## src/hdl/svcb_dnr_param_parser_assert.svh

```systemverilog
// Assertion macros for the DNR SvcParams parser.
// Included by the top level; no other dependencies.
`ifndef SVCB_DNR_PARAM_PARSER_ASSERT_SVH
`define SVCB_DNR_PARAM_PARSER_ASSERT_SVH

`ifndef SYNTH
`define DNR_ASSERT(lbl, clk, rst_n, prop, msg) \
    lbl: assert property (@(posedge clk) disable iff (!rst_n) prop) else $error(msg);
`define DNR_ASSERT_ALWAYS(lbl, clk, prop, msg) \
    lbl: assert property (@(posedge clk) prop) else $error(msg);
`else
`define DNR_ASSERT(lbl, clk, rst_n, prop, msg)
`define DNR_ASSERT_ALWAYS(lbl, clk, prop, msg)
`endif

`endif

```

## src/hdl/dnr_pkg.sv

```systemverilog
// Shared types and constants for the DNR SvcParams parser.
// Used by dnr_parse_core and svcb_dnr_param_parser; no dependencies.
package dnr_pkg;

    localparam int DEF_OFFSET_WIDTH = 16;

    // Result status codes
    localparam logic [1:0] ST_OK    = 2'd0;
    localparam logic [1:0] ST_NOUSE = 2'd1;
    localparam logic [1:0] ST_BAD   = 2'd2;

    // SvcParam keys
    localparam logic [15:0] KEY_MANDATORY = 16'd0;
    localparam logic [15:0] KEY_ALPN      = 16'd1;
    localparam logic [15:0] KEY_PORT      = 16'd3;
    localparam logic [15:0] KEY_IPV4HINT  = 16'd4;
    localparam logic [15:0] KEY_IPV6HINT  = 16'd6;
    localparam logic [15:0] KEY_DOHPATH   = 16'd7;

    // ALPN ids, first character in the low byte
    localparam logic [23:0] ID_DOT = 24'h746F64;
    localparam logic [23:0] ID_H2  = 24'h003268;
    localparam logic [23:0] ID_H3  = 24'h003368;
    localparam logic [23:0] ID_DOQ = 24'h716F64;

    typedef struct packed {
        logic [1:0]  status;
        logic        use_dot;
        logic        use_http2;
        logic        use_http3;
        logic        use_quic;
        logic [15:0] service_port;
        logic        path_present;
        logic [15:0] path_offset;
        logic [15:0] path_length;
    } t_result;

endpackage

```

## src/hdl/svcb_dnr_param_parser.sv

```systemverilog
// Top level of the DNR SvcParams parser: input register, parser core, result register.
// Depends on dnr_pkg, dnr_parse_core and svcb_dnr_param_parser_assert.svh.
//
// Usage: the bytes of one SvcParams block arrive on the input channel, one beat per
// byte (i_data_byte), with i_final_byte high on the last beat. A beat is taken when
// i_valid and o_ready are both high. Exactly one result beat follows each final
// beat on the output channel (o_valid / i_ready), carrying the status, the
// transport flags, the port and the dohpath position and length.
// A final beat goes through the input register and then the result register to o_valid.
// Throughput: one byte per cycle while no final beat waits on a held result; the parser
// core updates its registers once per beat through a single short combinational step.
// Reset: i_rst_n low at a rising edge empties both registers and returns the
// parser to its start state, ready for the first key byte.
// Stall: while a result waits for i_ready, non-final beats keep flowing; only a
// second final beat waits in the input register until the result is taken.
module svcb_dnr_param_parser
    import dnr_pkg::*;
#(
    parameter int OFFSET_WIDTH = DEF_OFFSET_WIDTH
) (
    input  logic        i_clk,
    input  logic        i_rst_n,
    input  logic        i_valid,
    output logic        o_ready,
    input  logic [7:0]  i_data_byte,
    input  logic        i_final_byte,
    output logic        o_valid,
    input  logic        i_ready,
    output logic [1:0]  o_status,
    output logic        o_use_dot,
    output logic        o_use_http2,
    output logic        o_use_http3,
    output logic        o_use_quic,
    output logic [15:0] o_service_port,
    output logic        o_path_present,
    output logic [15:0] o_path_offset,
    output logic [15:0] o_path_length
);

`include "svcb_dnr_param_parser_assert.svh"

    logic       r_in_valid;
    logic [7:0] r_in_byte;
    logic       r_in_final;
    logic       r_out_valid;
    t_result    r_out;
    t_result    core_result;
    logic       stage_adv;
    logic       step;

    // The core may take its beat unless it would produce a result with nowhere to go.
    assign stage_adv = !(r_in_valid && r_in_final && r_out_valid && !i_ready);
    assign step      = r_in_valid && stage_adv;
    assign o_ready   = !r_in_valid || stage_adv;

    dnr_parse_core #(
        .OFFSET_WIDTH(OFFSET_WIDTH)
    ) u_core (
        .i_clk        (i_clk),
        .i_rst_n      (i_rst_n),
        .i_step       (step),
        .i_data_byte  (r_in_byte),
        .i_final_byte (r_in_final),
        .o_result     (core_result)
    );

    always_ff @(posedge i_clk) begin
        if (!i_rst_n) begin
            r_in_valid <= 1'b0;
        end else if (o_ready) begin
            r_in_valid <= i_valid;
        end
        if (o_ready && i_valid) begin
            r_in_byte  <= i_data_byte;
            r_in_final <= i_final_byte;
        end
    end

    always_ff @(posedge i_clk) begin
        if (!i_rst_n) begin
            r_out_valid <= 1'b0;
        end else if (step && r_in_final) begin
            r_out_valid <= 1'b1;
        end else if (i_ready) begin
            r_out_valid <= 1'b0;
        end
        if (step && r_in_final) begin
            r_out <= core_result;
        end
    end

    assign o_valid        = r_out_valid;
    assign o_status       = r_out.status;
    assign o_use_dot      = r_out.use_dot;
    assign o_use_http2    = r_out.use_http2;
    assign o_use_http3    = r_out.use_http3;
    assign o_use_quic     = r_out.use_quic;
    assign o_service_port = r_out.service_port;
    assign o_path_present = r_out.path_present;
    assign o_path_offset  = r_out.path_offset;
    assign o_path_length  = r_out.path_length;

    `DNR_ASSERT(a_final_gives_result, i_clk, i_rst_n, r_in_valid && r_in_final && !r_out_valid |=> r_out_valid, "final beat did not produce a result")
    `DNR_ASSERT(a_status_code, i_clk, i_rst_n, r_out_valid |-> (o_status == ST_OK || o_status == ST_NOUSE || o_status == ST_BAD), "reserved status code")
    `DNR_ASSERT(a_fail_clears_fields, i_clk, i_rst_n, r_out_valid && o_status != ST_OK |-> !o_use_dot && !o_use_http2 && !o_use_http3 && !o_use_quic && !o_path_present && o_service_port == 16'd0, "failed result carries fields")
    `DNR_ASSERT(a_http_needs_path, i_clk, i_rst_n, r_out_valid && o_status == ST_OK && (o_use_http2 || o_use_http3) |-> o_path_present, "HTTP transport without dohpath")

endmodule

```

## src/hdl/dnr_parse_core.sv

```systemverilog
// Byte-at-a-time SvcParams parser state and its next-state logic.
// Depends on dnr_pkg; produces the result of a final beat combinationally.
module dnr_parse_core
    import dnr_pkg::*;
#(
    parameter int OFFSET_WIDTH = DEF_OFFSET_WIDTH
) (
    input  logic       i_clk,
    input  logic       i_rst_n,
    input  logic       i_step,
    input  logic [7:0] i_data_byte,
    input  logic       i_final_byte,
    output t_result    o_result
);

    localparam int PW = OFFSET_WIDTH + 1;

    typedef enum logic [2:0] {
        PH_KEY_HI = 3'd0,
        PH_KEY_LO = 3'd1,
        PH_LEN_HI = 3'd2,
        PH_LEN_LO = 3'd3,
        PH_VALUE  = 3'd4
    } t_phase;

    t_phase                  r_phase, n_phase;
    logic [PW-1:0]           r_pos, n_pos;
    logic [15:0]             r_prev_key, n_prev_key;
    logic [15:0]             r_cur_key, n_cur_key;
    logic [15:0]             r_val_rem, n_val_rem;
    logic [15:0]             r_val_len, n_val_len;
    logic [7:0]              r_id_rem, n_id_rem;
    logic [7:0]              r_id_len, n_id_len;
    logic [23:0]             r_id_chars, n_id_chars;
    logic                    r_alpn_seen, n_alpn_seen;
    logic [3:0]              r_tflags, n_tflags;
    logic [15:0]             r_port, n_port;
    logic                    r_path_present, n_path_present;
    logic [OFFSET_WIDTH-1:0] r_path_off, n_path_off;
    logic [15:0]             r_path_len, n_path_len;
    logic [1:0]              r_outcome, n_outcome;
    logic [OFFSET_WIDTH-1:0] r_val_start, n_val_start;

    logic       end_val;
    logic       id_done;
    logic [7:0] id_idx;
    t_result    result;

    always_comb begin
        n_phase        = r_phase;
        n_pos          = r_pos;
        n_prev_key     = r_prev_key;
        n_cur_key      = r_cur_key;
        n_val_rem      = r_val_rem;
        n_val_len      = r_val_len;
        n_id_rem       = r_id_rem;
        n_id_len       = r_id_len;
        n_id_chars     = r_id_chars;
        n_alpn_seen    = r_alpn_seen;
        n_tflags       = r_tflags;
        n_port         = r_port;
        n_path_present = r_path_present;
        n_path_off     = r_path_off;
        n_path_len     = r_path_len;
        n_outcome      = r_outcome;
        n_val_start    = r_val_start;
        end_val        = 1'b0;
        id_done        = 1'b0;
        id_idx         = r_id_len - r_id_rem;
        result         = '0;

        // Bytes past the addressable range make the option malformed.
        if (r_pos[OFFSET_WIDTH] && n_outcome == ST_OK) begin
            n_outcome = ST_BAD;
        end

        if (n_outcome == ST_OK) begin
            unique case (r_phase)
                PH_KEY_HI: begin
                    n_cur_key = {i_data_byte, 8'd0};
                    n_phase   = PH_KEY_LO;
                end
                PH_KEY_LO: begin
                    n_cur_key = {r_cur_key[15:8], i_data_byte};
                    if (r_prev_key >= n_cur_key) begin
                        n_outcome = ST_BAD;
                    end
                    n_prev_key = n_cur_key;
                    n_phase    = PH_LEN_HI;
                end
                PH_LEN_HI: begin
                    n_val_len = {i_data_byte, 8'd0};
                    n_phase   = PH_LEN_LO;
                end
                PH_LEN_LO: begin
                    n_val_len   = {r_val_len[15:8], i_data_byte};
                    n_val_rem   = n_val_len;
                    n_val_start = r_pos[OFFSET_WIDTH-1:0] + OFFSET_WIDTH'(1);
                    n_id_rem    = '0;
                    n_id_len    = '0;
                    n_id_chars  = '0;
                    n_phase     = PH_VALUE;
                    case (n_cur_key) inside
                        KEY_MANDATORY: begin
                            if (n_val_len != 16'd0) begin
                                n_outcome = ST_BAD;
                            end
                        end
                        KEY_ALPN: begin
                            if (n_val_len == 16'd0) begin
                                n_outcome = ST_NOUSE;
                            end else begin
                                n_alpn_seen = 1'b1;
                            end
                        end
                        KEY_PORT: begin
                            if (n_val_len != 16'd2) begin
                                n_outcome = ST_BAD;
                            end
                            n_port = '0;
                        end
                        KEY_IPV4HINT, KEY_IPV6HINT: begin
                            n_outcome = ST_BAD;
                        end
                        default: ;
                    endcase
                    end_val = (n_val_len == 16'd0) && (n_outcome == ST_OK);
                end
                default: begin
                    if (r_cur_key == KEY_ALPN) begin
                        if (r_id_rem == 8'd0) begin
                            // A zero-length id matches nothing.
                            n_id_len   = i_data_byte;
                            n_id_rem   = i_data_byte;
                            n_id_chars = '0;
                        end else begin
                            if (id_idx == 8'd0) begin
                                n_id_chars[7:0] = i_data_byte;
                            end else if (id_idx == 8'd1) begin
                                n_id_chars[15:8] = i_data_byte;
                            end else if (id_idx == 8'd2) begin
                                n_id_chars[23:16] = i_data_byte;
                            end
                            n_id_rem = r_id_rem - 8'd1;
                            id_done  = (n_id_rem == 8'd0);
                        end
                    end else if (r_cur_key == KEY_PORT) begin
                        n_port = {r_port[7:0], i_data_byte};
                    end else if (r_cur_key == KEY_DOHPATH) begin
                        if (i_data_byte == 8'd0) begin
                            n_outcome = ST_BAD;
                        end
                    end
                    n_val_rem = r_val_rem - 16'd1;
                    end_val   = (n_val_rem == 16'd0);
                end
            endcase
        end

        if (id_done) begin
            if (n_id_len == 8'd3 && n_id_chars == ID_DOT) n_tflags[0] = 1'b1;
            if (n_id_len == 8'd2 && n_id_chars == ID_H2)  n_tflags[1] = 1'b1;
            if (n_id_len == 8'd2 && n_id_chars == ID_H3)  n_tflags[2] = 1'b1;
            if (n_id_len == 8'd3 && n_id_chars == ID_DOQ) n_tflags[3] = 1'b1;
        end

        if (end_val) begin
            if (n_cur_key == KEY_ALPN) begin
                if (n_id_rem != 8'd0 && n_outcome == ST_OK) begin
                    n_outcome = ST_BAD;
                end
            end else if (n_cur_key == KEY_PORT) begin
                if (n_port == 16'd0 && n_outcome == ST_OK) begin
                    n_outcome = ST_BAD;
                end
            end else if (n_cur_key == KEY_DOHPATH) begin
                n_path_present = 1'b1;
                n_path_off     = n_val_start;
                n_path_len     = n_val_len;
            end
            n_phase = PH_KEY_HI;
        end

        if (!r_pos[OFFSET_WIDTH]) begin
            n_pos = r_pos + PW'(1);
        end

        // Closing checks on the last beat of the option.
        if (i_final_byte && n_outcome == ST_OK) begin
            if (n_phase != PH_KEY_HI) begin
                n_outcome = ST_BAD;
            end else if (!n_alpn_seen) begin
                n_outcome = ST_BAD;
            end else if (!n_path_present && (n_tflags[1] || n_tflags[2])) begin
                n_outcome = ST_BAD;
            end else if (n_tflags == 4'd0) begin
                n_outcome = ST_NOUSE;
            end
        end
        result.status = n_outcome;
        if (n_outcome == ST_OK) begin
            result.use_dot      = n_tflags[0];
            result.use_http2    = n_tflags[1];
            result.use_http3    = n_tflags[2];
            result.use_quic     = n_tflags[3];
            result.service_port = n_port;
            result.path_present = n_path_present;
            result.path_offset  = n_path_present ? 16'(n_path_off) : 16'd0;
            result.path_length  = n_path_present ? n_path_len : 16'd0;
        end
    end

    assign o_result = result;

    always_ff @(posedge i_clk) begin
        if (!i_rst_n || (i_step && i_final_byte)) begin
            r_phase        <= PH_KEY_HI;
            r_pos          <= '0;
            r_prev_key     <= '0;
            r_cur_key      <= '0;
            r_val_rem      <= '0;
            r_val_len      <= '0;
            r_id_rem       <= '0;
            r_id_len       <= '0;
            r_id_chars     <= '0;
            r_alpn_seen    <= 1'b0;
            r_tflags       <= '0;
            r_port         <= '0;
            r_path_present <= 1'b0;
            r_path_off     <= '0;
            r_path_len     <= '0;
            r_outcome      <= ST_OK;
            r_val_start    <= '0;
        end else if (i_step) begin
            r_phase        <= n_phase;
            r_pos          <= n_pos;
            r_prev_key     <= n_prev_key;
            r_cur_key      <= n_cur_key;
            r_val_rem      <= n_val_rem;
            r_val_len      <= n_val_len;
            r_id_rem       <= n_id_rem;
            r_id_len       <= n_id_len;
            r_id_chars     <= n_id_chars;
            r_alpn_seen    <= n_alpn_seen;
            r_tflags       <= n_tflags;
            r_port         <= n_port;
            r_path_present <= n_path_present;
            r_path_off     <= n_path_off;
            r_path_len     <= n_path_len;
            r_outcome      <= n_outcome;
            r_val_start    <= n_val_start;
        end
    end

endmodule

```

## config.mk

```make
export PLATFORM = sky130hd
export DESIGN_NAME = svcb_dnr_param_parser
export DESIGN_NICKNAME = d
export VERILOG_FILES = /design/src/hdl/dnr_pkg.sv /design/src/hdl/svcb_dnr_param_parser.sv /design/src/hdl/dnr_parse_core.sv
export VERILOG_INCLUDE_DIRS = /design/src /design/src/hdl
export SDC_FILE = /design/constraint.sdc
export NUM_CORES = 1
export LEC_CHECK = 0
export ABC_CLOCK_PERIOD_IN_PS = 6200
export BUFFER_PORTS_ARGS = -buffer_cell sky130_fd_sc_hd__buf_2
export CAP_MARGIN = 40
export CORE_MARGIN = 2
export CORE_UTILIZATION = 35
export DETAILED_ROUTE_END_ITERATION = 10
export GPL_ROUTABILITY_DRIVEN = 0
export PLACE_DENSITY_LB_ADDON = 0.15
export SETUP_SLACK_MARGIN = 0.5
export SYNTH_ARGS = -nofsm -noshare
export SYNTH_HDL_FRONTEND = slang
export SYNTH_HIERARCHICAL = 1
export SYNTH_SLANG_ARGS = --single-unit
```

## constraint.sdc

```tcl
create_clock -name i_clk -period 6.2 [get_ports i_clk]
set_input_delay 1.24 -clock i_clk [delete_from_list [all_inputs] [get_ports i_clk]]
set_output_delay 1.24 -clock i_clk [all_outputs]
set_load 0.005 [all_outputs]
```

Word level (Yosys, flattened, before mapping)
Cells that the tools add are included.
{"block": "word_totals", "mem_bits_ro": 0, "elab_cells": 203, "latch_bits": 0, "ff_bits": 262, "mem_bits_rw": 0, "n_memories": 0, "in_bits": 13, "output_inout_bits": 57}
{"block": "classes", "muxes": 92, "shift": 0, "n_addsub": 5, "n_lt_le_gt_ge": 1, "bitwise_logic": 2, "n_eq_ne": 20, "reduce_logical": 52, "div": 0, "n_mul": 0}
{"op": "$mux 16", "n": 19}
{"op": "$pmux 16 s2", "n": 4}
{"op": "$mux 8", "n": 10}
{"op": "$mux 24", "n": 3}
{"op": "$eq 16x3->1 const B", "n": 4}
{"op": "$logic_not 16->1", "n": 4}
{"op": "$mux 2", "n": 26}
{"op": "$eq 24x14->1 const B", "n": 2}
{"op": "$eq 24x23->1 const B", "n": 2}
{"op": "$pmux 24 s2", "n": 1}
{"op": "$eq 16x1->1 const B", "n": 2}
{"op": "$eq 16x2->1 const B", "n": 2}
{"op": "$logic_not 8->1", "n": 4}
{"op": "$pmux 8 s2", "n": 2}
{"op": "$eq 8x2->1 const B", "n": 3}
{"op": "$mux 1", "n": 20}
{"op": "$add 17x1->17 const B", "n": 1}
{"op": "$mux 17", "n": 1}
{"op": "$add 16x1->16 const B", "n": 1}
{"op": "$ge 16x16->1", "n": 1}
{"op": "$logic_and 1x1->1", "n": 16}
{"op": "$ne 16x2->1 const B", "n": 1}
{"op": "$reduce_bool 16->1", "n": 1}
{"op": "$sub 16x1->16 const B", "n": 1}
{"op": "24 further kinds", "n": 41}

Depth between registers and ports, before layout
{"block": "depth", "ltp_word": 24, "mapped_depth": 18, "depth_no_buf": 15}

Modules after synthesis
The synthesis kept the hierarchy.
{"mod": "dnr_parse_core", "area_per_inst_um2": 12335.6, "instances": 1, "cells_per_inst": 1663}
{"mod": "svcb_dnr_param_parser", "area_per_inst_um2": 2039.5, "instances": 1, "cells_per_inst": 76}

Least setup slack after synthesis
Ideal clock, no wire load.
{"block": "synth_timing", "kind": "register to register", "start": "register u_core.r_id_rem[1]", "end": "register r_out (netlist bit o_status[0]) (data pin)", "required_ns": 5.940, "setup_ns": 0.260, "t_arrival_ns": 3.966, "path_slack_ns": 1.974, "n_path_buf": 2, "path_stages_with_launch": 16, "path_cell_list": "dfxtp_1 > inv_1 > fa_1 > a21o_1 > a21oi_1 > mux2i_1 > or3b_1 > clkbuf_1 > nor4_2 > o32ai_1 > a21o_1 > or4_1 > nor3_1 > a211oi_2 > buf_4 > nand2b_1"}
{"item": "start, declared", "line_no": "dnr_parse_core.sv:32", "text": "logic [7:0] r_id_rem, n_id_rem;"}
{"item": "start signal, assigned", "line_no": "dnr_parse_core.sv:241", "text": "r_id_rem <= n_id_rem;"}
{"item": "end signal, assigned", "line_no": "svcb_dnr_param_parser.sv:88", "text": "r_out <= core_result;"}
{"item": "end, declared", "line_no": "svcb_dnr_param_parser.sv:46", "text": "t_result r_out;"}

Worst setup path after layout
{"block": "layout_timing", "start": "register u_core.r_id_rem[0]", "end": "register r_out (netlist bit o_path_offset[0]) (data pin)"}
{"block": "layout_via", "elab_chain_cells": 21}
{"item": "$sub 8x8->8", "line_no": "dnr_parse_core.sv:69", "text": "id_idx = r_id_len - r_id_rem;"}
{"item": "$eq 8x2->1", "line_no": "dnr_parse_core.sv:141", "text": "end else if (id_idx == 8'd2) begin"}
{"item": "$mux 8", "line_no": "dnr_parse_core.sv:141"}
{"item": "$mux 8", "line_no": "dnr_parse_core.sv:139", "text": "end else if (id_idx == 8'd1) begin"}
{"item": "$mux 16", "line_no": "dnr_parse_core.sv:137", "text": "if (id_idx == 8'd0) begin"}
{"item": "$mux 24", "line_no": "dnr_parse_core.sv:131", "text": "if (r_id_rem == 8'd0) begin"}
{"item": "$mux 24", "line_no": "dnr_parse_core.sv:130", "text": "if (r_cur_key == KEY_ALPN) begin"}
{"item": "$pmux 24 s2", "line_no": "dnr_parse_core.sv:78", "text": "unique case (r_phase)"}
{"item": "[... 5 more ...]"}
{"item": "$logic_not 4->1 / $logic_or 1x1->1 (equally long branches)", "line_no": "dnr_parse_core.sv:196, dnr_parse_core.sv:194"}
{"item": "$mux 2 / $logic_and 1x1->1 (equally long branches)", "line_no": "dnr_parse_core.sv:196, dnr_parse_core.sv:194"}
{"item": "$mux 2", "line_no": "dnr_parse_core.sv:194", "text": "end else if (!n_path_present && (n_tflags[1] || n_tflags[2])) begin"}
{"item": "$mux 2", "line_no": "dnr_parse_core.sv:192", "text": "end else if (!n_alpn_seen) begin"}
{"item": "$mux 2", "line_no": "dnr_parse_core.sv:190", "text": "if (n_phase != PH_KEY_HI) begin"}
{"item": "$mux 2 *", "line_no": "dnr_parse_core.sv:189", "text": "if (i_final_byte && n_outcome == ST_OK) begin"}
{"item": "$logic_not 2->1 *", "line_no": "dnr_parse_core.sv:201", "text": "if (n_outcome == ST_OK) begin"}
{"item": "$reduce_and 2->1 (no line) *"}
Mark *: on every way between the ends. The rest lies on a longest branch, timed or not.
A chain may end at the register's enable or synchronous reset.

==> qor.yml <==
run_status: "finished, final reports clean"
clock_skew_ns: 0.0154
path_delay_family: "simple AND/OR/NAND/NOR gates"
crit_type: "flop to flop"
hold_viol: 0
area_growth_pct: 14.1
overflow: 0
cpPeakStageDelay_ns: 0.62
port-buffer-count: 69
hp-class: "flop to flop"
cts_num_sinks: 262
grt_pass1_vias: 12300
rsz0062_at_grt: "false"
synth_flop_cell: "dfxtp_1"
cts_tree: "built"
antennaDiodeCount: 0
dieHeight_um: 207
final_net_count: 1817
synth_cell_types: 86
max_cap_viol_count: 0
path_cells: "ha_1 -> inv_1 -> fa_1 -> a21o_1 -> a21oi_1 -> mux2i_1 -> or3b_1 -> nor4_2 -> o21ai_1 -> a32o_1 -> or4b_1 -> o32ai_2 -> a211oi_4 -> buf_8 -> buf_4 -> nor3_2"
routed_wl_mm: 46.7
antenna_found_initial: 1
cp-start-kind: "flop"
slew_headroom_pct: 25.2
slowest_stage: "or3b_1"
dp_hpwl_mm: 32.0
path_buf_inv: 3
p_leak_nw: 5.93
die-area_mm2: 0.0427
grt_use_total_pct: 21.6
setup_viol: 0
cts_buffer_depth: 3
wire_per_inst_um: 20.1
fin_tns_setup_ns: 0
start_util_pct: 35.4
post-route-util_pct: 40.4
cts_root_buf: "clkbuf_16"
worst_pin_slew_ns: 1.12
crit_arrival_ns: 5.80
drive_gt1_share_pct: 14.7
synth-seq-area-share_pct: 40.9
drt_pass1_iterations: 6
synth_fp_nets: 1783
ios: 70
coreArea_mm2: 0.0406
syn_inst: 1739
max_clock_freq_mhz: 186
synth-seq-cells: 262
ant_nets: 0
min_period_ns: 5.39
synth_area_mm2: 0.0144
vias: 13200
clk_transition_reported_paths_ns: 0.06
period_share_pct: 86.9
ys_warn_count: 6
worstSkewPairLatency_ns: 0.58
powerDensity_mw_per_mm2: 238
grt_pass1_wl_mm: 72.4
ir_worst_vdd_v: 0.000189
synth_edf_count: 64
async_flop_share_pct: 0
die_w_um: 207
htreeDepth: 1
post_cts_buffers: 0
row_count: 74
finalPower_mw: 3.91
critPathCaptureType: "flop"
ctsHoldBuffers: 0
crit_required_ns: 6.61
drc: 0
avgSynthCellArea_um2: 8.27
worstPathMaxFanout: 24
slew_viol_final: 0
whs_ns: 0.450
cts_buffers: 31
drtIter0Drc: 1232
vias_per_cell: 5.69
grt_start_max_net_pins: 189
-- synthesized netlist by cell type, types with 9 or more instances --
| cell | count | share of area (%) |
|---|---|---|
| nor2b_1 | 10 | 0.44 |
| a21oi_1 | 145 | 5.0 |
| or4_1 | 9 | 0.47 |
| a22oi_1 | 54 | 2.8 |
| edfxtp_1 | 64 | 13 |
| a21o_1 | 12 | 0.63 |
| a211oi_1 | 24 | 1.3 |
| mux2_2 | 10 | 0.78 |
| and3_1 | 16 | 0.70 |
| nor4_1 | 20 | 0.87 |
| xor2_1 | 20 | 1.2 |
| nand2b_1 | 9 | 0.39 |
| xnor2_1 | 18 | 1.1 |
| nor3_1 | 47 | 1.6 |
| a31oi_1 | 17 | 0.74 |
| o21ai_0 | 66 | 2.3 |
| a32oi_1 | 9 | 0.55 |
| inv_1 | 39 | 1.0 |
| dfxtp_1 | 198 | 28 |
| clkbuf_1 | 101 | 2.6 |
| nor2_1 | 233 | 6.1 |
| and2_1 | 9 | 0.39 |
| nand2_1 | 249 | 6.5 |
| nand3_1 | 52 | 1.8 |
| nor3_2 | 53 | 3.7 |
| ha_1 | 30 | 2.6 |
| nand4_1 | 24 | 1.0 |
| mux2i_1 | 37 | 2.6 |
-- per-layer routing --
metal / global-route usage, % / share of wire (%) / vias to the layer above
met3: 3.44 / 6.7 / 109
met2: 32.8 / 43 / 483
met4: 6.84 / 3.0 / 0
met1: 31.4 / 47 / 6299
li1: - / - / 6349
met5: 0 / 0 / -
-- state kept, by name, summed over array words and instances (netlist names), 3 cells and up --
signal / count
u_core/r_pos: 17
o_service_port: 16
u_core/r_port: 16
u_core/r_path_len: 16
o_path_length: 16
u_core/r_prev_key: 16
r_in_byte: 8
u_core/r_val_rem: 16
u_core/r_tflags: 4
o_path_offset: 16
u_core/r_path_off: 16
u_core/r_id_len: 8
u_core/r_cur_key: 16
u_core/r_val_len: 16
u_core/r_val_start: 16
u_core/r_id_chars: 24
u_core/r_phase: 3
u_core/r_id_rem: 8
-- tightest hold or removal path, delay by kind of cell, from the launching register on --
kind	cells	cell delay (ns)
flops	1	0.31
simple gates	1	0.05
compound gates	1	0.05
-- metrics by stage --
| step | instances | setup WS, ns | area, µm² |
|---|---|---|---|
| floorplan | 1739 | 1.97 | 14400 |
| global placement | 2268 | 0.903 | 15300 |
| detailed placement | 2272 | 0.924 | 15400 |
| CTS | 2328 | 0.880 | 16400 |
| global route | 2328 | 0.516 | 16400 |
| finish | 2328 | 0.810 | 16400 |
-- area by class of cell --
type	instances	area, µm²
Tap cell	532	666
Inverter	40	150
Clock buffer	41	843
Fill cell	4104	24200
Timing Repair Buffer	125	818
Sequential cell	262	5890
Clock inverter	15	174
Multi-Input combinational cell	1313	7870
-- power by group --
part,internal (mW),total [mW],switching [mW]
clock,1.08,1.84,0.760
sequential,1.76,1.78,0.0189
combinational,0.0770,0.286,0.209
total,2.92,3.91,0.988
-- final timing paths --
check	start	end	slack [ns]	depth (start not counted)
worst max-delay path	u_core/r_id_rem[0]$_SDFFE_PP0P_	o_path_offset[0]$_DFFE_PP_	0.81	16
worst min-delay path	u_core/r_cur_key[4]$_SDFFE_PP0P_	u_core/r_cur_key[4]$_SDFFE_PP0P_	0.45	2
worst max register to register	u_core/r_id_rem[0]$_SDFFE_PP0P_	o_path_offset[0]$_DFFE_PP_	0.81	16
worst min register to register	u_core/r_cur_key[4]$_SDFFE_PP0P_	u_core/r_cur_key[4]$_SDFFE_PP0P_	0.45	2
-- what timing repair did --
item / CTS / global route
setup endpoints to repair: 0 / 24
gates resized for setup: 0 / 1
endpoints found under the hold margin: 0 / 0
-- cell families after synthesis --
| group | after synthesis | share of synthesized area [%] |
|---|---|---|
| AND/OR/NAND/NOR | 771 | 26.6 |
| AO/OA/AOI/OAI | 426 | 19.3 |
| flip-flops | 262 | 40.9 |
| buffers and inverters | 164 | 4.77 |
| multiplexers | 47 | 3.36 |
| XOR/XNOR | 38 | 2.32 |
| adder cells (fa/ha/maj) | 31 | 2.75 |
-- cell usage in the layout (no fill, tap or decap), drive strengths merged, types with 12 or more instances in the layout --
| cell type | instances |
|---|---|
| a211oi | 26 |
| a21o | 12 |
| a21oi | 145 |
| a22oi | 54 |
| a31oi | 17 |
| and3 | 16 |
| buf | 125 |
| clkbuf | 41 |
| dfxtp | 198 |
| edfxtp | 64 |
| ha | 30 |
| inv | 40 |
| mux2i | 37 |
| nand2 | 249 |
| nand3 | 53 |
| nand4 | 24 |
| nor2 | 233 |
| nor3 | 101 |
| nor4 | 26 |
| o21ai | 74 |
| xnor2 | 18 |
| xor2 | 20 |
(Power assumes the default switching activity.)
